## src/design/mphm_pkg.sv

```systemverilog
`timescale 1ns / 1ps
package mphm_pkg;

  localparam int NUM_PATTERNS_DEF    = 8;
  localparam int MAX_PATTERN_LEN_DEF = 16;

  // widest values the parameters may take
  localparam int SLOT_W_MAX = 6;
  localparam int LEN_W_MAX  = 7;

  typedef enum logic [1:0] {
    KIND_LINE_BYTE = 2'd0,
    KIND_PAT_BYTE  = 2'd1,
    KIND_PAT_LEN   = 2'd2,
    KIND_RSVD      = 2'd3
  } kind_e;

  typedef enum logic [1:0] {
    ST_IDLE    = 2'd0,
    ST_RESOLVE = 2'd1,
    ST_EMIT    = 2'd2
  } state_e;

  // first-hit record handed along the row of pattern cells
  typedef struct packed {
    logic                  hit;
    logic [SLOT_W_MAX-1:0] slot;
    logic [LEN_W_MAX-1:0]  len;
  } hit_t;

endpackage

```

## src/design/mphm_cell.sv

```systemverilog
`timescale 1ns / 1ps
module mphm_cell import mphm_pkg::*; #(
  parameter int IDX     = 0,
  parameter int MAX_LEN = MAX_PATTERN_LEN_DEF,
  parameter int LW      = $clog2(MAX_LEN + 1)
) (
  input  logic                    clk_i,
  input  logic                    rst_ni,
  input  logic                    wr_byte_i,
  input  logic                    wr_len_i,
  input  logic [3:0]              offset_i,
  input  logic [7:0]              byte_i,
  input  logic [LW-1:0]           len_i,
  input  logic                    search_en_i,
  input  logic [MAX_LEN-1:0][7:0] window_i,
  input  logic [LW-1:0]           count_i,
  input  hit_t                    hit_i,
  output hit_t                    hit_o
);

  logic [MAX_LEN-1:0][7:0] pat_q;
  logic [LW-1:0]           len_q;
  logic                    match;

  always_ff @(posedge clk_i) begin
    if (wr_byte_i) begin
      for (int i = 0; i < MAX_LEN; i++) begin
        if (i == int'(offset_i)) pat_q[i] <= byte_i;
      end
    end
  end

  always_ff @(posedge clk_i or negedge rst_ni) begin
    if (!rst_ni) begin
      len_q <= '0;
    end else if (wr_len_i) begin
      len_q <= len_i;
    end
  end

  always_comb begin
    match = search_en_i && (len_q != '0) && (len_q <= count_i);
    for (int i = 0; i < MAX_LEN; i++) begin
      if ((i < int'(len_q)) && (pat_q[i] != window_i[i])) match = 1'b0;
    end
  end

  // an earlier slot keeps priority
  always_comb begin
    hit_o = hit_i;
    if (!hit_i.hit && match) begin
      hit_o.hit  = 1'b1;
      hit_o.slot = SLOT_W_MAX'(IDX);
      hit_o.len  = LEN_W_MAX'(len_q);
    end
  end

endmodule

```

## src/design/multi_pattern_highlight_marker.sv

```systemverilog
`timescale 1ns / 1ps
// a line byte that fills the window or ends the line starts a resolve at its transfer;
// each head of the window passes through the resolve state, then the emit state sends one
// result per byte (a match gives its whole length); the first result goes through the
// resolve and emit states into the output register; a load or a silent line byte stays in idle
// the row of pattern cells compares all slots at once; tready stays low until the last result
// reset clears the window count, slot lengths, slot count and control; pattern bytes are not reset
module multi_pattern_highlight_marker import mphm_pkg::*; #(
  parameter int NUM_PATTERNS    = NUM_PATTERNS_DEF,
  parameter int MAX_PATTERN_LEN = MAX_PATTERN_LEN_DEF
) (
  input  logic        clk_i,
  input  logic        rst_ni,
  input  logic        cfg_wr_en_i,
  input  logic [3:0]  cfg_wr_data_i,   // patterns_in_use
  input  logic        s_axis_tvalid,
  output logic        s_axis_tready,
  input  logic [23:0] s_axis_tdata,    // byte_value[7:0], slot[10:8], offset[14:11],
                                       // pattern_length[19:15], zero[23:20]
  input  logic [1:0]  s_axis_tuser,    // kind
  input  logic        s_axis_tlast,    // end_of_line
  output logic        m_axis_tvalid,
  input  logic        m_axis_tready,
  output logic [15:0] m_axis_tdata,    // out_byte[7:0], in_match[8], match_start[9],
                                       // match_end[10], pattern_index[13:11], line_end[14], zero[15]
  output logic        m_axis_tlast     // last
);

  localparam int LW = $clog2(MAX_PATTERN_LEN + 1);

  state_e state_q, state_d;
  logic [3:0]                      use_q;
  logic [MAX_PATTERN_LEN-1:0][7:0] win_q;
  logic [LW-1:0]                   count_q, count_d;
  logic                            eol_q;
  logic                            hit_q;
  logic [2:0]                      slot_q;
  logic [LW-1:0]                   rem_q;
  logic                            first_q;
  logic                            ovalid_q;
  logic [15:0]                     odata_q;
  logic                            olast_q;

  logic       in_xfer, emit_go, is_line, wr_byte, wr_len;
  logic [7:0] in_byte;
  logic [2:0] in_slot;
  logic [3:0] in_off;
  logic [4:0] in_plen;
  logic [LW-1:0] len_sat;
  logic       final_emit, item_last;
  hit_t       chain [NUM_PATTERNS+1];

  assign in_byte = s_axis_tdata[7:0];
  assign in_slot = s_axis_tdata[10:8];
  assign in_off  = s_axis_tdata[14:11];
  assign in_plen = s_axis_tdata[19:15];

  assign in_xfer = s_axis_tvalid && s_axis_tready;
  assign is_line = in_xfer && (kind_e'(s_axis_tuser) == KIND_LINE_BYTE);
  assign wr_byte = in_xfer && (kind_e'(s_axis_tuser) == KIND_PAT_BYTE)
                   && (int'(in_slot) < NUM_PATTERNS) && (int'(in_off) < MAX_PATTERN_LEN);
  assign wr_len  = in_xfer && (kind_e'(s_axis_tuser) == KIND_PAT_LEN)
                   && (int'(in_slot) < NUM_PATTERNS);
  assign len_sat = (int'(in_plen) > MAX_PATTERN_LEN) ? LW'(MAX_PATTERN_LEN) : LW'(in_plen);

  assign chain[0] = '0;

  for (genvar g = 0; g < NUM_PATTERNS; g++) begin : g_cell
    mphm_cell #(
      .IDX     (g),
      .MAX_LEN (MAX_PATTERN_LEN),
      .LW      (LW)
    ) u_cell (
      .clk_i       (clk_i),
      .rst_ni      (rst_ni),
      .wr_byte_i   (wr_byte && (int'(in_slot) == g)),
      .wr_len_i    (wr_len && (int'(in_slot) == g)),
      .offset_i    (in_off),
      .byte_i      (in_byte),
      .len_i       (len_sat),
      .search_en_i (g < int'(use_q)),
      .window_i    (win_q),
      .count_i     (count_q),
      .hit_i       (chain[g]),
      .hit_o       (chain[g+1])
    );
  end

  // outputs of the sequencer
  always_comb begin
    s_axis_tready = (state_q == ST_IDLE);
    emit_go       = (state_q == ST_EMIT) && (!ovalid_q || m_axis_tready);
  end

  assign final_emit = (rem_q == LW'(1));
  assign item_last  = final_emit && (!eol_q || count_q == LW'(1));

  always_comb begin
    count_d = count_q;
    if (is_line && int'(count_q) < MAX_PATTERN_LEN) count_d = count_q + LW'(1);
  end

  always_comb begin
    state_d = state_q;
    unique case (state_q)
      ST_IDLE: begin
        if (is_line && (s_axis_tlast || int'(count_d) == MAX_PATTERN_LEN)) state_d = ST_RESOLVE;
      end
      ST_RESOLVE: state_d = ST_EMIT;
      ST_EMIT: begin
        if (emit_go && final_emit) state_d = item_last ? ST_IDLE : ST_RESOLVE;
      end
      default: state_d = ST_IDLE;
    endcase
  end

  always_ff @(posedge clk_i or negedge rst_ni) begin
    if (!rst_ni) begin
      state_q  <= ST_IDLE;
      use_q    <= '0;
      count_q  <= '0;
      ovalid_q <= 1'b0;
    end else begin
      state_q <= state_d;
      if (cfg_wr_en_i) begin
        use_q <= (int'(cfg_wr_data_i) > NUM_PATTERNS) ? 4'(NUM_PATTERNS) : cfg_wr_data_i;
      end
      if (emit_go) begin
        count_q  <= count_q - LW'(1);
        ovalid_q <= 1'b1;
      end else begin
        count_q <= count_d;
        if (m_axis_tready) ovalid_q <= 1'b0;
      end
    end
  end

  always_ff @(posedge clk_i) begin
    if (is_line) begin
      eol_q <= s_axis_tlast;
      for (int i = 0; i < MAX_PATTERN_LEN; i++) begin
        if (LW'(i) == count_q) win_q[i] <= in_byte;
      end
    end
    if (state_q == ST_RESOLVE) begin
      hit_q   <= chain[NUM_PATTERNS].hit;
      slot_q  <= chain[NUM_PATTERNS].slot[2:0];
      rem_q   <= chain[NUM_PATTERNS].hit ? LW'(chain[NUM_PATTERNS].len) : LW'(1);
      first_q <= 1'b1;
    end
    if (emit_go) begin
      for (int i = 0; i < MAX_PATTERN_LEN - 1; i++) win_q[i] <= win_q[i+1];
      rem_q   <= rem_q - LW'(1);
      first_q <= 1'b0;
      odata_q <= {1'b0, item_last && eol_q, hit_q ? slot_q : 3'd0,
                  hit_q && final_emit, hit_q && first_q, hit_q, win_q[0]};
      olast_q <= item_last;
    end
  end

  assign m_axis_tvalid = ovalid_q;
  assign m_axis_tdata  = odata_q;
  assign m_axis_tlast  = olast_q;

endmodule

```

## config.mk

```make
export PLATFORM = sky130hd
export DESIGN_NAME = multi_pattern_highlight_marker
export DESIGN_NICKNAME = d
export VERILOG_FILES = /design/src/design/mphm_pkg.sv /design/src/design/mphm_cell.sv /design/src/design/multi_pattern_highlight_marker.sv
export SDC_FILE = /design/constraint.sdc
export NUM_CORES = 2
export LEC_CHECK = 0
export BUFFER_PORTS_ARGS = -buffer_cell sky130_fd_sc_hd__buf_2
export CORE_MARGIN = 1.5
export CORE_UTILIZATION = 60
export DETAILED_ROUTE_END_ITERATION = 7
export PLACE_DENSITY = 0.86
export SKIP_LAST_GASP = 1
export SYNTH_ARGS = -nofsm -noshare
export SYNTH_HDL_FRONTEND = slang
export SYNTH_SLANG_ARGS = --single-unit
```

## constraint.sdc

```tcl
create_clock -name clk_i -period 4.95 [get_ports clk_i]
set_clock_uncertainty 0.05 [all_clocks]
set_input_delay 0.495 -clock clk_i [delete_from_list [all_inputs] [get_ports clk_i]]
set_output_delay 0.495 -clock clk_i [all_outputs]
set_load 0.03 [all_outputs]
```

Yosys cells after proc, flatten, opt, wreduce, memory -nomap -nowiden
Index checks and enable logic that the tools add are counted.
{"block": "word_totals", "elab_cells": 1025, "regBits": 1231, "out_inout_bits": 19, "inputBits": 36}
{"block": "op_classes", "muxes": 166, "reduce_logical": 369, "n_eq_ne": 174, "order_cmp": 147, "addsub": 3}
{"op": "$ne A8 B8 Y1", "n": 128}
{"op": "$lt A4 B5 Y1 const A", "n": 64}
{"op": "$reduce_and A2 Y1", "n": 145}
{"op": "$mux W120", "n": 2}
{"op": "$logic_and A1 B1 Y1", "n": 179}
{"op": "$lt A3 B5 Y1 const A", "n": 32}
{"op": "$mux W1", "n": 131}
{"op": "$mux W8", "n": 15}
{"op": "$mux W14", "n": 8}
{"op": "$lt A1 B5 Y1 const A", "n": 16}
{"op": "$lt A2 B5 Y1 const A", "n": 16}
{"op": "$eq A4 B5 Y1 const A", "n": 8}
{"op": "$le A5 B5 Y1", "n": 8}
{"op": "$reduce_bool A5 Y1", "n": 8}
{"op": "$reduce_bool A2 Y1", "n": 18}
{"op": "$eq A4 B4 Y1 const A", "n": 8}
{"op": "$mux W5", "n": 6}
{"op": "$eq A3 B5 Y1 const A", "n": 4}
{"op": "$eq A3 B4 Y1 const A", "n": 4}
{"op": "$lt A3 B4 Y1 const A", "n": 4}
{"op": "$eq A3 B3 Y1 const B", "n": 4}
{"op": "$eq A2 B5 Y1 const A", "n": 2}
{"op": "$eq A5 B1 Y1 const B", "n": 2}
{"op": "$sub A5 B1 Y5 const B", "n": 2}
{"op": "26 further kinds", "n": 45}

Logic depth before layout (Yosys ltp)
{"block": "logic_depth", "ltp_word": 44, "ltp_mapped": 14, "depth_no_buf": 12}

By module
A second synthesis with hierarchy kept.
{"block": "unflattened", "hier_cells": 3735, "area_unflattened_um2": 55136.6}
{"module": "mphm_cell (g_cell[1].u_cell ...)", "seq_area_each_um2": 3968.8, "area_each_um2": 6000.8, "n_inst": 3, "cells_per_inst": 406}
{"module": "mphm_cell (g_cell[3].u_cell ...)", "seq_area_each_um2": 3968.8, "area_each_um2": 5999.5, "n_inst": 3, "cells_per_inst": 406}
{"module": "multi_pattern_highlight_marker", "seq_area_each_um2": 4944.7, "area_each_um2": 7135.6, "n_inst": 1, "cells_per_inst": 487}
{"module": "mphm_cell (g_cell[0].u_cell)", "seq_area_each_um2": 3968.8, "area_each_um2": 6002.0, "n_inst": 1, "cells_per_inst": 406}
{"module": "mphm_cell (g_cell[7].u_cell)", "seq_area_each_um2": 3968.8, "area_each_um2": 5998.3, "n_inst": 1, "cells_per_inst": 406}

Worst setup path before layout
No wires, ideal clock.
{"block": "synth_path", "path_kind": "flip-flop to flip-flop", "start": "register count_q[2]", "end": "register rem_q[1], data pin", "required_ns": 4.733, "setup_ns": 0.167, "path_stages_with_launch": 14, "t_arrival_ns": 3.034, "setup_slack_ns": 1.699, "path_buffers": 1, "synth_period_minus_slack_ns": 3.251, "path_cell_list": "dfrtp_1 -> clkbuf_1 -> inv_1 -> ha_1 -> a21o_1 -> a21o_1 -> a211oi_1 -> o21ai_1 -> and4bb_1 -> o2bb2ai_1 -> nor3_1 -> and2_1 -> o31a_1 -> a211oi_1"}
{"block": "synth_via", "elab_chain_len": 43, "elab_cells_between_ends": 169, "cone_classes": "8 x order compare; 139 x mux; 22 x reduce/logical"}
{"element": "from (decl)", "line": "multi_pattern_highlight_marker.sv:34", "source": "logic [LW-1:0] count_q, count_d;"}
{"element": "from (signal assigned)", "line": "multi_pattern_highlight_marker.sv:129", "source": "count_q <= count_q - LW'(1);"}
{"element": "from (signal assigned)", "line": "multi_pattern_highlight_marker.sv:132", "source": "count_q <= count_d;"}
{"element": "$le A5 B5 Y1", "line": "mphm_cell.sv:42", "source": "match = search_en_i && (len_q != '0) && (len_q <= count_i);"}
{"element": "$logic_and A1 B1 Y1", "line": "mphm_cell.sv:42"}
{"element": "$mux W1 (16 in series)", "line": "mphm_cell.sv:44", "source": "if ((i < int'(len_q)) && (pat_q[i] != window_i[i])) match = 1'b0;"}
{"element": "$mux W14", "line": "mphm_cell.sv:51", "source": "if (!hit_i.hit && match) begin"}
{"element": "$logic_not A1 Y1", "line": "mphm_cell.sv:51"}
{"element": "$logic_and A1 B1 Y1", "line": "mphm_cell.sv:51"}
{"element": "$mux W14", "line": "mphm_cell.sv:51"}
{"element": "$logic_not A1 Y1", "line": "mphm_cell.sv:51"}
{"element": "[... 12 more ...]"}
{"element": "$logic_and A1 B1 Y1", "line": "mphm_cell.sv:51"}
{"element": "$mux W14", "line": "mphm_cell.sv:51"}
{"element": "$logic_not A1 Y1", "line": "mphm_cell.sv:51"}
{"element": "$logic_and A1 B1 Y1", "line": "mphm_cell.sv:51"}
{"element": "$mux W14 (*)", "line": "mphm_cell.sv:51"}
{"element": "$mux W5 (*)", "line": "multi_pattern_highlight_marker.sv:148", "source": "rem_q <= chain[NUM_PATTERNS].hit ? LW'(chain[NUM_PATTERNS].len) : LW'(1);"}
{"element": "$mux W5 (*)", "line": "multi_pattern_highlight_marker.sv:145", "source": "if (state_q == ST_RESOLVE) begin"}
{"element": "$mux W5 (*)", "line": "multi_pattern_highlight_marker.sv:151", "source": "if (emit_go) begin"}
{"element": "to (signal assigned)", "line": "multi_pattern_highlight_marker.sv:148"}
{"element": "to (signal assigned)", "line": "multi_pattern_highlight_marker.sv:153", "source": "rem_q <= rem_q - LW'(1);"}
{"element": "to (decl)", "line": "multi_pattern_highlight_marker.sv:38", "source": "logic [LW-1:0] rem_q;"}
Mark *: on every way between the ends. The rest lies on a longest branch, timed or not. The select of a mux whose other input is x is not followed.
A chain may end at the register's enable or synchronous reset.

Final worst setup path
{"block": "layout_path", "start": "register win_q[70] in the netlist's numbering", "end": "register rem_q[0], data pin"}
{"block": "layout_via", "elab_chain_len": 35, "elab_cells_between_ends": 105, "cone_classes": "8 x eq/ne; 75 x mux; 22 x reduce/logical"}
{"element": "from (decl)", "line": "multi_pattern_highlight_marker.sv:33", "source": "logic [MAX_PATTERN_LEN-1:0][7:0] win_q;"}
{"element": "from (signal, indexed assignment)", "line": "multi_pattern_highlight_marker.sv:142", "source": "if (LW'(i) == count_q) win_q[i] <= in_byte;"}
{"element": "$ne A8 B8 Y1", "line": "mphm_cell.sv:44"}
{"element": "$logic_and A1 B1 Y1", "line": "mphm_cell.sv:44"}
{"element": "$mux W1 (8 in series)", "line": "mphm_cell.sv:44"}
{"element": "$mux W14", "line": "mphm_cell.sv:51"}
{"element": "$logic_not A1 Y1", "line": "mphm_cell.sv:51"}
{"element": "$logic_and A1 B1 Y1", "line": "mphm_cell.sv:51"}
{"element": "$mux W14", "line": "mphm_cell.sv:51"}
{"element": "$logic_not A1 Y1", "line": "mphm_cell.sv:51"}
{"element": "[... 12 more ...]"}
{"element": "$logic_and A1 B1 Y1", "line": "mphm_cell.sv:51"}
{"element": "$mux W14", "line": "mphm_cell.sv:51"}
{"element": "$logic_not A1 Y1", "line": "mphm_cell.sv:51"}
{"element": "$logic_and A1 B1 Y1", "line": "mphm_cell.sv:51"}
{"element": "$mux W14 (*)", "line": "mphm_cell.sv:51"}
{"element": "$mux W5 (*)", "line": "multi_pattern_highlight_marker.sv:148"}
{"element": "$mux W5 (*)", "line": "multi_pattern_highlight_marker.sv:145"}
{"element": "$mux W5 (*)", "line": "multi_pattern_highlight_marker.sv:151"}
Marked as above.

==> run_results.csv <==
group,metric,value,unit
routing,avgViaCountPerCell,6.582,
worst_hold_path,hp-class,"in2reg",
cells_and_area,nNetsFinal,3940,
worst_setup_path,startpoint_type,"register",
yosys,synthDistinctLibCells,85,
cells_and_area,design_area,60110,um^2
clocking,cts_htree_levels,3,
placed_design,hpwl,103.1,mm
yosys,ys_ff_latch,1231,
global_routing,track_usage,34.61,%
worst_setup_path,path_cells,"xor2_1 -> nor4_2 -> nand4_1 -> a2111oi_2 -> a41oi_1 -> nor4_2 -> mux2i_1 -> a222oi_1 -> a221oi_1 -> a211o_1",
routing,avgRoutedWirePerCell,31.58,um
pwr,irDropWorstVdd,344.9,uV
worst_setup_path,critPathSlowestCell,"edfxtp_1",
cells_and_area,stdcell_count,5138,
clocking,clkTransAtPathRegs,0.06,ns
worst_setup_path,cp.required,5.36,ns
pwr,p_per_area,493.3,nW/um^2
yosys,ys.flop_type,"edfxtp_1",
yosys,seq_area_frac_synth,67.14,%
placed_design,place_ws,0.7374,ns
clocking,cts_tree,"built",
cells_and_area,drive_gt1_share,9.459,%
cells_and_area,areaGrowthSynthToFinish,9.986,%
placed_design,place.gp.congestion,1.068,
flow_run,maxCapViolations,0,
sta,tightest_slew,1.425,ns
yosys,synthArstFlopShare,4.224,%
pwr,power.share.clock,29.3,%
placed_design,placed_cell_area,56330,um^2
yosys,syn_area_per_cell,14.52,um^2
sta,fin_tns_setup,0,ns
worst_setup_path,cpPeakStageDelay,0.66,ns
pwr,switchingPower,9.842,mW
pwr,swShare,33.19,%
routing,final_antenna_net_count,0,
yosys,synth_area,54650,um^2
sta,timing.hold.ws,0.03860,ns
die,boundaryPins,55,
pwr,pwr-share-comb,23.1,%
clocking,cts_sinks,1231,
sta,period_needed,4.413,ns
clocking,cts_buffers,117,
sta,setup_viol,0,
die,die_area,92910,um^2
sta,finalHoldViolCount,0,
clocking,clkLatencyLatePin,0.72,ns
clocking,cts_resized,0,
die,die_w,304.8,um
yosys,synth_edf_count,1178,
clocking,cts_buffer_depth,3,
pwr,p_leak,20.32,nW
global_routing,grt_overflow,0,
sta,layout_worst_path_cycle_share,89.14,%
routing,dr.pass1.iters,6,
placed_design,portBuffers,49,
yosys,yosysWarnings,0,
worst_setup_path,path_class,"reg2reg",
worst_setup_path,cp_max_fo,9,
global_routing,grt_max_degree,74,
routing,drc_errors,0,
outcome,status,"complete, no violations",
worst_setup_path,crit_top_cell,"nor4_2",
routing,via_count,33818,
die,start_util,60.63,%
pwr,seqPwrFrac,47.6,%
global_routing,grt_pass1_wl,227.9,mm
die,rows,110,
routing,dr.first_iter.drc_count,5419,
global_routing,grt_pass1_vias,32156,
worst_setup_path,arrival,4.82,ns
sta,rsz0062_at_grt,"false",
sta,drv_slew,0,
sta,timing.final.ws_setup,0.5374,ns
die,die_y,304.8,um
sta,slew_headroom,4.780,%
global_routing,grt_antenna_before_repair,14,
pwr,p_int,19.81,mW
yosys,synthCells,3765,
routing,drt-total-wl,162.3,mm
placed_design,dp_cells,4907,
sta,max_freq,0.2266,GHz
worst_setup_path,crit_path_end_kind,"register",
clocking,cts_root_buffer,"clkbuf_16",
die,fp.coreArea,90150,um^2
yosys,synth_nets,3849,
[layout by cell type, fill, tap and decap left out, types with 11 or more instances in the layout]
cell          n
nand3_1      32
buf_2        41
clkinv_2     26
o22ai_1      12
a21o_1      127
nor2_1      199
edfxtp_1   1178
nand2b_1     17
clkbuf_16   121
nand4_1     124
nor4_1      168
o21ai_0      84
nor2b_1      15
a21oi_1      57
xor2_1      588
ha_1         48
and2_1       11
dfrtp_1      52
a22oi_1      15
inv_1        41
nand2_1     110
xnor2_1     443
nor3_1       30
buf_4       123
clkbuf_1     29
o31ai_1      11
clkinv_1     23
[final cells by class]
type	instances	area, um^2
clock inverters	65	536.8
repair buffers	171	1209
well taps	1176	1471
clock buffers	152	3164
flip-flops and latches	1231	36700
fillers	5836	30040
multi-input cells	2293	16860
inverters	42	160.2
diodes	8	20.02
[stage by stage]
stage,power (mW),util [%]
final,29.65,66.68
after detailed placement,20.78,62.49
after global routing,30.43,66.66
after CTS,29.40,66.66
after floorplan,17.95,-
after global placement,20.59,62.49
[cells by family (layout without fill, tap and decap cells)]
family / after synthesis / count (layout) / share of synthesized area [%]
simple gates: 771 / 771 / 7.484
compound gates: 423 / 423 / 5.325
other cells: 1 / 9 / 0.006861
xor+xnor: 1031 / 1031 / 16.52
mux: 19 / 19 / 0.3709
fa+ha+maj: 48 / 48 / 1.099
flops: 1231 / 1231 / 67.14
buf+inv: 241 / 430 / 2.053
[metal layers]
layer / share of wire, % / routed length (um) / global-route usage, % / vias to the layer above
met2: 44 / 71850 / 51.97 / 2639
met4: 5.9 / 9644 / 17.67 / 14
li1: - / - / - / 14030
met3: 14 / 22820 / 11.19 / 514
met5: 0.063 / 102 / 0 / -
met1: 36 / 57880 / 45.46 / 16621
[timing repair]
action                    4_1_cts  5_1_grt
hold endpoints to repair       56        0
hold buffers                    6        0
buffers inserted                0        0
[worst paths after layout]
kind,startpoint,slack (ns),cells after the start,to
hold / removal,cfg_wr_en_i,0.04,2,use_q[2]
max in group asynchronous,rst_ni,3.87,3,g_cell[5].u_cell.len_q[3]
min in group asynchronous,rst_ni,0.43,3,use_q[0]
setup reg to reg,win_q[70],0.54,10,rem_q[0]
hold reg to reg,first_q,0.47,2,first_q
setup / recovery,win_q[70],0.54,10,rem_q[0]
[registers in the layout, summed over array words and instances, names as in the netlist, 2 cells and up]
| name | flops |
|---|---|
| m_axis_tdata | 15 |
| rem_q | 5 |
| g_cell.u_cell.pat_q | 1024 |
| use_q | 4 |
| state_q | 2 |
| win_q | 128 |
| slot_q | 3 |
| g_cell.u_cell.len_q | 40 |
| count_q | 5 |
[power groups by stage]
stage | clock network, mW | logic, mW | registers (mW)
floorplan | 0 | 5.27 | 12.7
global placement | 0 | 6.37 | 14.2
detailed placement | 0 | 6.53 | 14.2
CTS | 8.69 | 6.67 | 14.0
global route | 9.10 | 7.20 | 14.1
finish | 8.69 | 6.85 | 14.1
[worst max-delay path, delay by kind of cell (launching register included)]
family                    cells  cell delay (ns)
muxes                         1             0.13
and+or+nand+nor               3             1.30
AOI/OAI and AO/OA             5             1.74
DFF                           1             0.66
xor gates and xnor gates      1             0.27
[synthesized netlist by cell type, drive strengths merged (11+ instances only)]
cell,count,area (um^2)
o22ai,14,100.1
o21ai,87,435.4
nor2b,15,93.84
a22oi,15,112.6
inv,42,157.7
nand2b,17,106.4
xnor2,443,3880
nand4,125,788.3
nand3,32,160.2
and2,16,100.1
buf,137,730.7
nor3,30,150.1
dfrtp,52,1301
clkbuf,62,234.0
xor2,588,5150
a21oi,57,285.3
nor2,199,747.0
ha,48,600.6
nor4,175,1147
nand2,115,431.7
edfxtp,1178,35370
a21o,127,953.4
o31ai,11,82.58
Note: power is estimated with default switching activity, not from simulation.
